==> src/rtl/lbpm_pkg.sv <==
`timescale 1ns / 1ps
// ----------------------------------------------------------------------------
// lbpm_pkg: shared types and constants
// Request/result words, controller states and command bundles.
// ----------------------------------------------------------------------------
package lbpm_pkg;

    localparam int FRAMES   = 64;
    localparam int DB_SLOTS = 8;
    localparam int PIN_MAX  = 255;
    localparam int FW       = $clog2(FRAMES);
    localparam int LW       = $clog2(FRAMES + 1);
    localparam int PW       = $clog2(PIN_MAX + 1);
    localparam int TAGW     = 23;

    localparam logic [1:0] CMD_PIN   = 2'd0;
    localparam logic [1:0] CMD_UNPIN = 2'd1;
    localparam logic [1:0] CMD_FORCE = 2'd2;
    localparam logic [1:0] CMD_RSVD  = 2'd3;

    localparam logic [2:0] ST_DONE    = 3'd0;
    localparam logic [2:0] ST_FREE    = 3'd1;
    localparam logic [2:0] ST_EVICT   = 3'd2;
    localparam logic [2:0] ST_NOFRAME = 3'd3;
    localparam logic [2:0] ST_ABSENT  = 3'd4;

    typedef struct packed {
        logic [1:0]  cmd;
        logic [2:0]  db_id;
        logic [19:0] block_id;
        logic        made_dirty;
    } req_t;

    typedef struct packed {
        logic [2:0]  status;
        logic [5:0]  frame;
        logic        fetch_needed;
        logic        writeback;
        logic [2:0]  writeback_db;
        logic [19:0] writeback_block;
    } rsp_t;

    typedef enum logic [3:0] {
        S_IDLE, S_SCAN, S_DECIDE, S_LRUSCAN, S_POPRD, S_POPWAIT, S_EVRD,
        S_EVWAIT, S_RESULT
    } state_t;

    // controller -> datapath
    typedef struct packed {
        logic load;        // capture request, reset scan
        logic scan_step;   // advance tag scan
        logic lru_step;    // advance LRU compaction
        logic lru_init;
        logic pop_rd;      // read head of chosen queue
        logic ev_rd;       // read victim tag
        logic commit;      // apply state updates, issue result
    } ctl_t;

    // datapath -> controller
    typedef struct packed {
        logic scan_done;
        logic lru_done;
        logic need_scan;   // request needs tag lookup
        logic need_lru;    // hit pin with count 0
        logic miss_pin;
        logic use_free;
        logic use_lru;
    } sts_t;

endpackage

==> src/rtl/lru_buffer_pool_manager_top.sv <==
`timescale 1ns / 1ps
// ----------------------------------------------------------------------------
// lru_buffer_pool_manager_top: LRU buffer pool frame manager
// Looks up, pins, unpins and forces blocks over a pool of frames.
// ----------------------------------------------------------------------------
// Usage:
//   Drive a request word on req and raise start while busy is low; the word
//   is taken at that edge. Exactly one result word follows on result, with
//   result_valid high for one cycle; the receiver cannot stall it.
//   The tag lookup walks the frame tag RAM one frame a cycle, stopping at
//   the first hit. A pin that hits an unpinned frame, and a pin that evicts,
//   then compact the LRU queue RAM one entry a cycle. result_valid rises in
//   the same cycle that busy falls; one request is in flight at a time. The
//   tag scan and LRU compaction, each through a single RAM read port, set
//   how long busy stays high.
//   Reset empties the LRU queue, fills the free queue and clears its head;
//   the free queue restarts at frame 0. A frame's pin count and dirty bit are
//   written when it is loaded, so the tag, pin count, dirty and LRU RAMs need no clear.
// ----------------------------------------------------------------------------
module lru_buffer_pool_manager_top (
    input  logic            clk,
    input  logic            rst_n,
    input  logic            start,
    output logic            busy,
    input  lbpm_pkg::req_t  req,
    output logic            result_valid,
    output lbpm_pkg::rsp_t  result
);

    lbpm_pkg::ctl_t ctl;
    lbpm_pkg::sts_t sts;

    lbpm_ctrl u_ctrl (
        .clk(clk), .rst_n(rst_n), .start(start), .busy(busy), .sts(sts), .ctl(ctl)
    );

    lbpm_dp u_dp (
        .clk(clk), .rst_n(rst_n), .req(req), .ctl(ctl), .sts(sts),
        .result(result), .done(result_valid)
    );

endmodule

==> src/rtl/lbpm_ram.sv <==
`timescale 1ns / 1ps
// ----------------------------------------------------------------------------
// lbpm_ram: generic single-port-write, single-read RAM
// One write port, one read port, registered read data.
// ----------------------------------------------------------------------------
module lbpm_ram #(
    parameter int WIDTH = 8,
    parameter int DEPTH = 64
) (
    input  logic                     clk,
    input  logic                     we,
    input  logic [$clog2(DEPTH)-1:0] waddr,
    input  logic [WIDTH-1:0]         wdata,
    input  logic [$clog2(DEPTH)-1:0] raddr,
    output logic [WIDTH-1:0]         rdata
);

    logic [WIDTH-1:0] mem [DEPTH];

    // write and registered read
    always_ff @(posedge clk)
    begin
        if (we)
        begin
            mem[waddr] <= wdata;
        end
        rdata <= mem[raddr];
    end

endmodule

==> src/rtl/lbpm_ctrl.sv <==
`timescale 1ns / 1ps
// ----------------------------------------------------------------------------
// lbpm_ctrl: request sequencer
// Steps each request through lookup, queue update and result.
// ----------------------------------------------------------------------------
module lbpm_ctrl (
    input  logic              clk,
    input  logic              rst_n,
    input  logic              start,
    output logic              busy,
    input  lbpm_pkg::sts_t    sts,
    output lbpm_pkg::ctl_t    ctl
);

    lbpm_pkg::state_t state_reg, state_next;

    always_ff @(posedge clk or negedge rst_n)
    begin
        if (!rst_n)
        begin
            state_reg <= lbpm_pkg::S_IDLE;
        end
        else
        begin
            state_reg <= state_next;
        end
    end

    // next state
    always_comb
    begin
        state_next = state_reg;
        case (state_reg)
            lbpm_pkg::S_IDLE:    if (start) state_next = lbpm_pkg::S_SCAN;
            lbpm_pkg::S_SCAN:
            begin
                if (!sts.need_scan) state_next = lbpm_pkg::S_RESULT;
                else if (sts.scan_done) state_next = lbpm_pkg::S_DECIDE;
            end
            lbpm_pkg::S_DECIDE:
            begin
                if (sts.need_lru) state_next = lbpm_pkg::S_LRUSCAN;
                else if (sts.miss_pin && (sts.use_free || sts.use_lru))
                    state_next = lbpm_pkg::S_POPRD;
                else state_next = lbpm_pkg::S_RESULT;
            end
            lbpm_pkg::S_LRUSCAN: if (sts.lru_done) state_next = lbpm_pkg::S_RESULT;
            lbpm_pkg::S_POPRD:   state_next = lbpm_pkg::S_POPWAIT;
            lbpm_pkg::S_POPWAIT:
            begin
                if (sts.use_free) state_next = lbpm_pkg::S_RESULT;
                else state_next = lbpm_pkg::S_EVRD;
            end
            lbpm_pkg::S_EVRD:    state_next = lbpm_pkg::S_EVWAIT;
            lbpm_pkg::S_EVWAIT:  state_next = lbpm_pkg::S_LRUSCAN;
            lbpm_pkg::S_RESULT:  state_next = lbpm_pkg::S_IDLE;
            default:             state_next = lbpm_pkg::S_IDLE;
        endcase
    end

    // outputs
    always_comb
    begin
        ctl = '0;
        busy = (state_reg != lbpm_pkg::S_IDLE);
        case (state_reg)
            lbpm_pkg::S_IDLE:    ctl.load = start;
            lbpm_pkg::S_SCAN:    ctl.scan_step = 1'b1;
            lbpm_pkg::S_DECIDE:  ctl.lru_init = 1'b1;
            lbpm_pkg::S_LRUSCAN: ctl.lru_step = 1'b1;
            lbpm_pkg::S_POPRD:   ctl.pop_rd = 1'b1;
            lbpm_pkg::S_EVRD:    ctl.ev_rd = 1'b1;
            lbpm_pkg::S_EVWAIT:  ctl.lru_init = 1'b1;
            lbpm_pkg::S_RESULT:  ctl.commit = 1'b1;
            default:             ctl = '0;
        endcase
    end

endmodule

==> src/rtl/lbpm_dp.sv <==
`timescale 1ns / 1ps
// ----------------------------------------------------------------------------
// lbpm_dp: buffer pool datapath
// Tag, pin count, dirty and LRU RAMs, free queue head, result register.
// ----------------------------------------------------------------------------
module lbpm_dp (
    input  logic              clk,
    input  logic              rst_n,
    input  lbpm_pkg::req_t    req,
    input  lbpm_pkg::ctl_t    ctl,
    output lbpm_pkg::sts_t    sts,
    output lbpm_pkg::rsp_t    result,
    output logic              done
);

    localparam int FW = lbpm_pkg::FW;
    localparam int LW = lbpm_pkg::LW;
    localparam int PW = lbpm_pkg::PW;

    lbpm_pkg::req_t req_reg;
    logic [LW-1:0] scan_reg, lru_len_reg, rd_reg, wr_reg, free_len_reg, free_head_reg;
    logic          hit_reg;
    logic [FW-1:0] hit_frame_reg, vic_reg;
    logic [lbpm_pkg::TAGW-1:0] vic_tag_reg;
    logic          evict_reg;
    lbpm_pkg::rsp_t rsp_reg;
    logic          done_reg;

    // tag RAM
    logic          tag_we;
    logic [FW-1:0] tag_waddr, tag_raddr;
    logic [lbpm_pkg::TAGW-1:0] tag_rdata;
    lbpm_ram #(.WIDTH(lbpm_pkg::TAGW), .DEPTH(lbpm_pkg::FRAMES)) u_tag (
        .clk(clk), .we(tag_we), .waddr(tag_waddr),
        .wdata({req_reg.db_id, req_reg.block_id}),
        .raddr(tag_raddr), .rdata(tag_rdata)
    );

    // LRU RAM, compacted in place
    logic          lru_we;
    logic [FW-1:0] lru_waddr, lru_raddr, lru_wdata;
    logic [FW-1:0] lru_rdata;
    lbpm_ram #(.WIDTH(FW), .DEPTH(lbpm_pkg::FRAMES)) u_lru (
        .clk(clk), .we(lru_we), .waddr(lru_waddr), .wdata(lru_wdata),
        .raddr(lru_raddr), .rdata(lru_rdata)
    );

    // free queue: frames leave in order and never return, so head is the frame
    // and every frame below the head holds a block
    logic [FW-1:0] free_frame;
    assign free_frame = free_head_reg[FW-1:0];

    logic [FW-1:0] scan_idx, scan_prev;
    assign scan_idx  = scan_reg[FW-1:0];
    assign scan_prev = scan_idx - 1'b1;

    logic is_cmd, slot_ok;
    assign is_cmd  = (req_reg.cmd != lbpm_pkg::CMD_RSVD);
    assign slot_ok = ({3'd0, req_reg.db_id} < 6'(lbpm_pkg::DB_SLOTS));

    // scan pipeline: address scan_idx, then compare the registered tag read of scan_prev
    logic scan_match;
    assign scan_match = (scan_reg != '0) && (LW'(scan_prev) < free_head_reg) &&
                        (tag_rdata == {req_reg.db_id, req_reg.block_id});

    logic [FW-1:0] hf;
    assign hf = hit_frame_reg;

    // pin count and dirty RAMs: read the frame under compare, then hold it
    logic          pin_we;
    logic [FW-1:0] pin_waddr, meta_raddr;
    logic [PW-1:0] pin_wdata, pin_rdata;
    lbpm_ram #(.WIDTH(PW), .DEPTH(lbpm_pkg::FRAMES)) u_pin (
        .clk(clk), .we(pin_we), .waddr(pin_waddr), .wdata(pin_wdata),
        .raddr(meta_raddr), .rdata(pin_rdata)
    );

    logic          dirty_we;
    logic [FW-1:0] dirty_waddr, dirty_raddr;
    logic          dirty_wdata, dirty_rdata;
    lbpm_ram #(.WIDTH(1), .DEPTH(lbpm_pkg::FRAMES)) u_dirty (
        .clk(clk), .we(dirty_we), .waddr(dirty_waddr), .wdata(dirty_wdata),
        .raddr(dirty_raddr), .rdata(dirty_rdata)
    );

    assign meta_raddr  = hit_reg ? hf : scan_prev;
    assign dirty_raddr = evict_reg ? vic_reg : meta_raddr;

    // remove target: hit frame on pin-hit, victim frame (popped head) on eviction
    logic [FW-1:0] rm_frame;
    assign rm_frame = evict_reg ? vic_reg : hf;

    assign tag_raddr = ctl.ev_rd ? vic_reg : scan_idx;
    assign lru_raddr = ctl.pop_rd ? '0 : rd_reg[FW-1:0];

    // compaction step: rd_reg addresses, previous read compared
    logic lru_in;  // a read entry is valid this cycle
    assign lru_in = ctl.lru_step && (rd_reg != '0) && ((rd_reg - 1'b1) < lru_len_reg);
    logic lru_keep;
    assign lru_keep = lru_in && (lru_rdata != rm_frame);

    // final frame of request
    logic [FW-1:0] new_frame;
    assign new_frame = evict_reg ? vic_reg : free_frame;

    logic commit_hit, commit_pin_miss, commit_unpin_zero;
    assign commit_hit        = ctl.commit && is_cmd && slot_ok && hit_reg;
    assign commit_pin_miss   = ctl.commit && is_cmd && slot_ok && sts.miss_pin &&
                               (sts.use_free || evict_reg);
    assign commit_unpin_zero = commit_hit && (req_reg.cmd == lbpm_pkg::CMD_UNPIN) &&
                               (pin_rdata == PW'(1));

    assign tag_we    = commit_pin_miss;
    assign tag_waddr = new_frame;
    assign lru_we    = lru_keep || commit_unpin_zero;
    assign lru_waddr = commit_unpin_zero ? lru_len_reg[FW-1:0] : wr_reg[FW-1:0];
    assign lru_wdata = commit_unpin_zero ? hf : lru_rdata;

    // pin count update: load to 1, saturating raise, lower while above 0
    assign pin_we    = commit_pin_miss ||
                       (commit_hit && req_reg.cmd == lbpm_pkg::CMD_PIN &&
                        pin_rdata != PW'(lbpm_pkg::PIN_MAX)) ||
                       (commit_hit && req_reg.cmd == lbpm_pkg::CMD_UNPIN &&
                        pin_rdata != '0);
    assign pin_waddr = commit_pin_miss ? new_frame : hf;
    assign pin_wdata = commit_pin_miss ? PW'(1) :
                       (req_reg.cmd == lbpm_pkg::CMD_PIN) ? pin_rdata + 1'b1 :
                       pin_rdata - 1'b1;

    // dirty update: clear on load and force, set on a dirty unpin
    assign dirty_we    = commit_pin_miss ||
                         (commit_hit && req_reg.cmd == lbpm_pkg::CMD_UNPIN &&
                          req_reg.made_dirty) ||
                         (commit_hit && req_reg.cmd == lbpm_pkg::CMD_FORCE);
    assign dirty_waddr = commit_pin_miss ? new_frame : hf;
    assign dirty_wdata = commit_hit && (req_reg.cmd == lbpm_pkg::CMD_UNPIN);

    // status to controller
    always_comb
    begin
        sts.need_scan = is_cmd && slot_ok;
        sts.scan_done = (scan_reg == LW'(lbpm_pkg::FRAMES)) || hit_reg || scan_match;
        sts.lru_done  = ctl.lru_step && (rd_reg == lru_len_reg + 1'b1 || rd_reg == '0
                        && lru_len_reg == '0);
        sts.need_lru  = hit_reg && (req_reg.cmd == lbpm_pkg::CMD_PIN) && (pin_rdata == '0);
        sts.miss_pin  = !hit_reg && (req_reg.cmd == lbpm_pkg::CMD_PIN);
        sts.use_free  = (free_len_reg != '0);
        sts.use_lru   = (lru_len_reg != '0);
    end

    // result word
    lbpm_pkg::rsp_t rsp_c;
    always_comb
    begin
        rsp_c = '0;
        if (!is_cmd)
        begin
            rsp_c = '0;
        end
        else if (!slot_ok)
        begin
            rsp_c.status = lbpm_pkg::ST_ABSENT;
        end
        else if (req_reg.cmd == lbpm_pkg::CMD_PIN)
        begin
            if (hit_reg)
            begin
                rsp_c.frame = 6'(hf);
            end
            else if (sts.use_free || evict_reg)
            begin
                rsp_c.status = evict_reg ? lbpm_pkg::ST_EVICT : lbpm_pkg::ST_FREE;
                rsp_c.frame = 6'(new_frame);
                rsp_c.fetch_needed = 1'b1;
                if (evict_reg && dirty_rdata)
                begin
                    rsp_c.writeback = 1'b1;
                    {rsp_c.writeback_db, rsp_c.writeback_block} = vic_tag_reg;
                end
            end
            else
            begin
                rsp_c.status = lbpm_pkg::ST_NOFRAME;
            end
        end
        else if (!hit_reg)
        begin
            rsp_c.status = lbpm_pkg::ST_ABSENT;
        end
        else
        begin
            rsp_c.frame = 6'(hf);
            if (req_reg.cmd == lbpm_pkg::CMD_FORCE && dirty_rdata)
            begin
                rsp_c.writeback = 1'b1;
                rsp_c.writeback_db = req_reg.db_id;
                rsp_c.writeback_block = req_reg.block_id;
            end
        end
    end

    // control registers and state
    always_ff @(posedge clk or negedge rst_n)
    begin
        if (!rst_n)
        begin
            lru_len_reg   <= '0;
            free_len_reg  <= LW'(lbpm_pkg::FRAMES);
            free_head_reg <= '0;
            scan_reg      <= '0;
            rd_reg        <= '0;
            wr_reg        <= '0;
            hit_reg       <= 1'b0;
            evict_reg     <= 1'b0;
            done_reg      <= 1'b0;
        end
        else
        begin
            done_reg <= ctl.commit;
            if (ctl.load)
            begin
                scan_reg  <= '0;
                hit_reg   <= 1'b0;
                evict_reg <= 1'b0;
            end
            if (ctl.scan_step && !sts.scan_done)
            begin
                scan_reg <= scan_reg + 1'b1;
            end
            if (ctl.scan_step && scan_match && !hit_reg)
            begin
                hit_reg <= 1'b1;
            end
            if (ctl.lru_init)
            begin
                rd_reg <= '0;
                wr_reg <= '0;
            end
            if (ctl.lru_step)
            begin
                rd_reg <= rd_reg + 1'b1;
                if (lru_keep) wr_reg <= wr_reg + 1'b1;
                if (sts.lru_done) lru_len_reg <= wr_reg + LW'(lru_keep);
            end
            if (ctl.pop_rd && !sts.use_free)
            begin
                evict_reg <= 1'b1;
            end
            if (commit_pin_miss && !evict_reg)
            begin
                free_len_reg  <= free_len_reg - 1'b1;
                free_head_reg <= free_head_reg + 1'b1;
            end
            if (commit_unpin_zero)
            begin
                lru_len_reg <= lru_len_reg + 1'b1;
            end
        end
    end

    // payload registers
    always_ff @(posedge clk)
    begin
        if (ctl.load) req_reg <= req;
        if (ctl.scan_step && scan_match && !hit_reg) hit_frame_reg <= scan_prev;
        if (evict_reg && !ctl.commit && !ctl.lru_step && !ctl.ev_rd) vic_reg <= lru_rdata;
        if (ctl.lru_init && evict_reg) vic_tag_reg <= tag_rdata;
        if (ctl.commit) rsp_reg <= rsp_c;
    end

    assign result = rsp_reg;
    assign done   = done_reg;

endmodule

==> config.mk <==
export PLATFORM = sky130hd
export DESIGN_NAME = lru_buffer_pool_manager_top
export DESIGN_NICKNAME = d
export VERILOG_FILES = /design/src/rtl/lbpm_pkg.sv /design/src/rtl/lru_buffer_pool_manager_top.sv /design/src/rtl/lbpm_ram.sv /design/src/rtl/lbpm_ctrl.sv /design/src/rtl/lbpm_dp.sv
export SDC_FILE = /design/constraint.sdc
export NUM_CORES = 2
export LEC_CHECK = 0
export ABC_AREA = 1
export BUFFER_PORTS_ARGS = -buffer_cell sky130_fd_sc_hd__buf_2
export CORE_ASPECT_RATIO = 1.2
export CORE_MARGIN = 4
export CORE_UTILIZATION = 40
export CTS_CLUSTER_DIAMETER = 40
export DETAILED_ROUTE_END_ITERATION = 10
export PLACE_DENSITY = 0.61
export RECOVER_POWER = 25
export SLEW_MARGIN = 30
export SYNTH_ARGS = -nofsm -noshare
export SYNTH_HDL_FRONTEND = slang
export SYNTH_SLANG_ARGS = --single-unit
export TNS_END_PERCENT = 1
==> constraint.sdc <==
create_clock -name clk -period 5.6 [get_ports clk]
set_input_delay 0.84 -clock clk [delete_from_list [all_inputs] [get_ports clk]]
set_output_delay 0.84 -clock clk [all_outputs]
set_load 0.02 [all_outputs]
==> reports/qor.yml <==
core_area_um2: 281000
grt-ovfl-total: 0
tns_ns: 0
cts_resized: 0
cellPowerDensity_nw_per_um2: 503
num_rows: 213
synthToLayoutAreaGrowth_pct: 13.7
drtIter0Drc: 8171
startpoint_type: "flip-flop"
fillers: 25400
worstMarginPinSlew_ns: 4.38
routed_via_density: 5.31
failed_checks: "max-capacitance violations, max-slew violations"
utilization_pct: 45.7
r2r_start: "u_dp.req_reg[9]$_DFFE_PP_"
clk_latency_ns: 0.87
grt_use_met2_pct: 35.1
status: "finished with violations"
cts_tree: "built"
async_reset_ff_share_pct: 1.87
leakage_nw: 49.5
ir_drop_v: 0.000590
layout-drive-gt1-share_pct: 8.88
syn_inst: 10400
grt_max_degree: 266
synth.top_cells.by_count: "edfxtp_1, nand2_1, nand3_1"
synth_top_area_share_pct: 67.1
largest_register: "u_dp.u_tag.mem"
hpwl_mm: 184
critPathTopFamily: "simple AND/OR/NAND/NOR gates"
cts_num_sinks: 2614
fmax_mhz: 199
initial_core_util_pct: 40.2
routabilityCongestion: 0.858
clkPwrFrac_pct: 31.1
post-route-min-period_ns: 5.02
synth_top_cell_by_area: "edfxtp_1"
die_area_um2: 291000
top_usage_layer: "met2"
io_buffers: 64
pin_count: 65
hold_end: "u_dp.req_reg[6]$_DFFE_PP_"
syn-cell-area_um2: 113000
reg_top3: "u_dp.u_tag.mem (1472), u_dp.u_pin.mem (512), u_dp.u_lru.mem (384)"
seq_power_share_pct: 37.6
wl_per_cell_um: 21.9
cp_max_fo: 38
grt_use_met1_pct: 27.8
report.final.slew_viol_count: 950
hold_class: "in -> reg"
hp-start: "req[6]"
internal-power_w: 0.0407
remaining_drc_errors: 0
path_class: "reg -> reg"
rsz0062_at_grt: "false"
cts_root_buffer: "clkbuf_16"
grtUsageTotal_pct: 21.1
synth_nets: 10500
yosysMostFrequentCell: "edfxtp_1"
setup_viol: 0
ant_nets: 0
multi_input_area_um2: 27000
slowest_delay_ns: 1.83
antenna_found_initial: 12
fin_cells: 14500
synth_area_per_cell_um2: 10.9
clk_path_buf_depth: 4
yosysWarnings: 0
regArea_um2: 77900
grt_pass1_vias: 74100
fin_crit_sh_pct: 89.6
die_h_um: 590
switchingPower_w: 0.0240
path_buf_inv: 1
synth-edff-count: 2527
ys.flop_type: "edfxtp_1"
finalHoldViolations: 0
place_inst: 13900
wl_mm: 317
crit_path_end_kind: "flip-flop"
cts_buffers: 306
cts_setup_buffers: 0
worst_path_most_repeated_cell: "nor2_1"
critPathSlowestCell: "clkbuf_1"
clkTransAtPathRegs_ns: 0.06
worst_r2r_endpoint: "u_dp.hf[2]$_DFFE_PP_"
crit_arrival_ns: 5.50
use_met3_pct: 3.18
cts-htree-levels: 5
ys_types: 48
num_vias: 76700
seq_area_frac_synth_pct: 68.9
ff2ff_setup_slack_ns: 0.58
min_path_cells: 1
hold_buffers: 0
worstPathCellList: "clkbuf_1 > xor2_1 > nor2_1 > nand4_1 > nor2_1 > nand2_1 > nor3_1"
synth_area_leaders: "edfxtp_1, nand3_1, nand2_1"
required_ns: 6.08
die_x_um: 493
ys_seq_elements: 2614
cap_violations: 23
p_total_w: 0.0647
clock_skew_ns: 0.0596
layout.nets: 10500
grt_pass1_wl_mm: 469
first_pass_iters: 9
power_frac_comb_pct: 31.3
max_slew_margin_pct: -192
ff2ff_path_depth: 7
p_sw_share_pct: 37.1
largest_reg_flops: 1472
==> worst reg2reg max path: stages (launching register included) <==
cell and delay (ns):
edfxtp_1 0.34, clkbuf_1 1.83, xor2_1 0.58, nor2_1 0.25, nand4_1 0.54, nor2_1 0.26, nand2_1 0.14, nor3_1 0.71
==> per-layer routing <==
metal  wire length, um  vias up
met5                31        -
met4             13300        4
met3             24500      650
met2            152000     3251
met1            127000    37600
li1                  -    35200
==> cell usage in the layout (no fill, tap or decap), drive strengths merged, types with 15 or more instances in the layout <==
cell	n
nand3	1852
nand2	1947
xnor2	19
nand3b	137
dfxtp	38
inv	1755
xor2	41
edfxtp	2527
dfrtp	48
o21ai	328
clkinvlp	24
o211ai	313
bufinv	29
buf	245
nor3	83
clkbuf	385
a21oi	43
clkinv	101
nor2	653
o22ai	28
ha	33
nand4	17
or2	15
==> worst max path at each step <==
stage | startpoint | cells after the start | to
6_report | u_dp.req_reg[9]$_DFFE_PP_ | 7 | u_dp.hf[2]$_DFFE_PP_
5_1_grt | u_dp.req_reg[9]$_DFFE_PP_ | 7 | u_dp.hf[3]$_DFFE_PP_
4_1_cts | u_dp.evict_reg$_DFFE_PN0P_ | 10 | u_dp.u_pin.mem[42][2]$_DFFE_PP_
3_5_place_dp | u_dp.evict_reg$_DFFE_PN0P_ | 10 | u_dp.u_pin.mem[42][2]$_DFFE_PP_
3_3_place_gp | u_dp.req_reg[24]$_DFFE_PP_ | 11 | u_dp.u_tag.mem[49][16]$_DFFE_PP_
2_1_floorplan | u_dp.req_reg[24]$_DFFE_PP_ | 9 | u_dp.u_lru.mem[0][0]$_DFFE_PP_
==> stage by stage <==
stage	setup slack [ns]	hold WS, ns	area (um2)
final	0.582	0.148	128000
after CTS	1.06	0.103	128000
after floorplan	0.110	0.425	113000
after detailed placement	1.08	0.438	118000
after global placement	1.09	0.435	118000
after global routing	0.426	0.128	128000
==> cell families (layout without fill, tap and decap cells) <==
group,after synthesis,in the layout,synth area share [%]
DFF,2614,2614,68.9
AOI/OAI and AO/OA,727,727,4.02
buffers and inverters,2270,2539,7.74
xor gates and xnor gates,60,60,0.465
and+or+nand+nor,4710,4710,18.5
adders and majority gates,33,33,0.365
muxes,1,1,0.00996
other,0,5,0
==> power groups by stage <==
stage | Clock [W] | Sequential, W | Combinational [W]
floorplan | 0 | 0.0249 | 0.0119
global placement | 0 | 0.0247 | 0.0199
detailed placement | 0 | 0.0247 | 0.0201
CTS | 0.0204 | 0.0243 | 0.0202
global route | 0.0212 | 0.0243 | 0.0220
finish | 0.0201 | 0.0243 | 0.0203
==> area by class of cell <==
| class | count | share of cell area [%] |
|---|---|---|
| multi-input combinational | 5531 | 21.0 |
| timing repair buffer | 280 | 1.77 |
| sequential | 2614 | 60.6 |
| tap | 3762 | 3.66 |
| inverter | 1708 | 5.00 |
| clock inverter | 201 | 1.70 |
| antenna | 5 | 0.00974 |
| clock buffer | 350 | 6.25 |
Power figures use the tool's default switching activity.
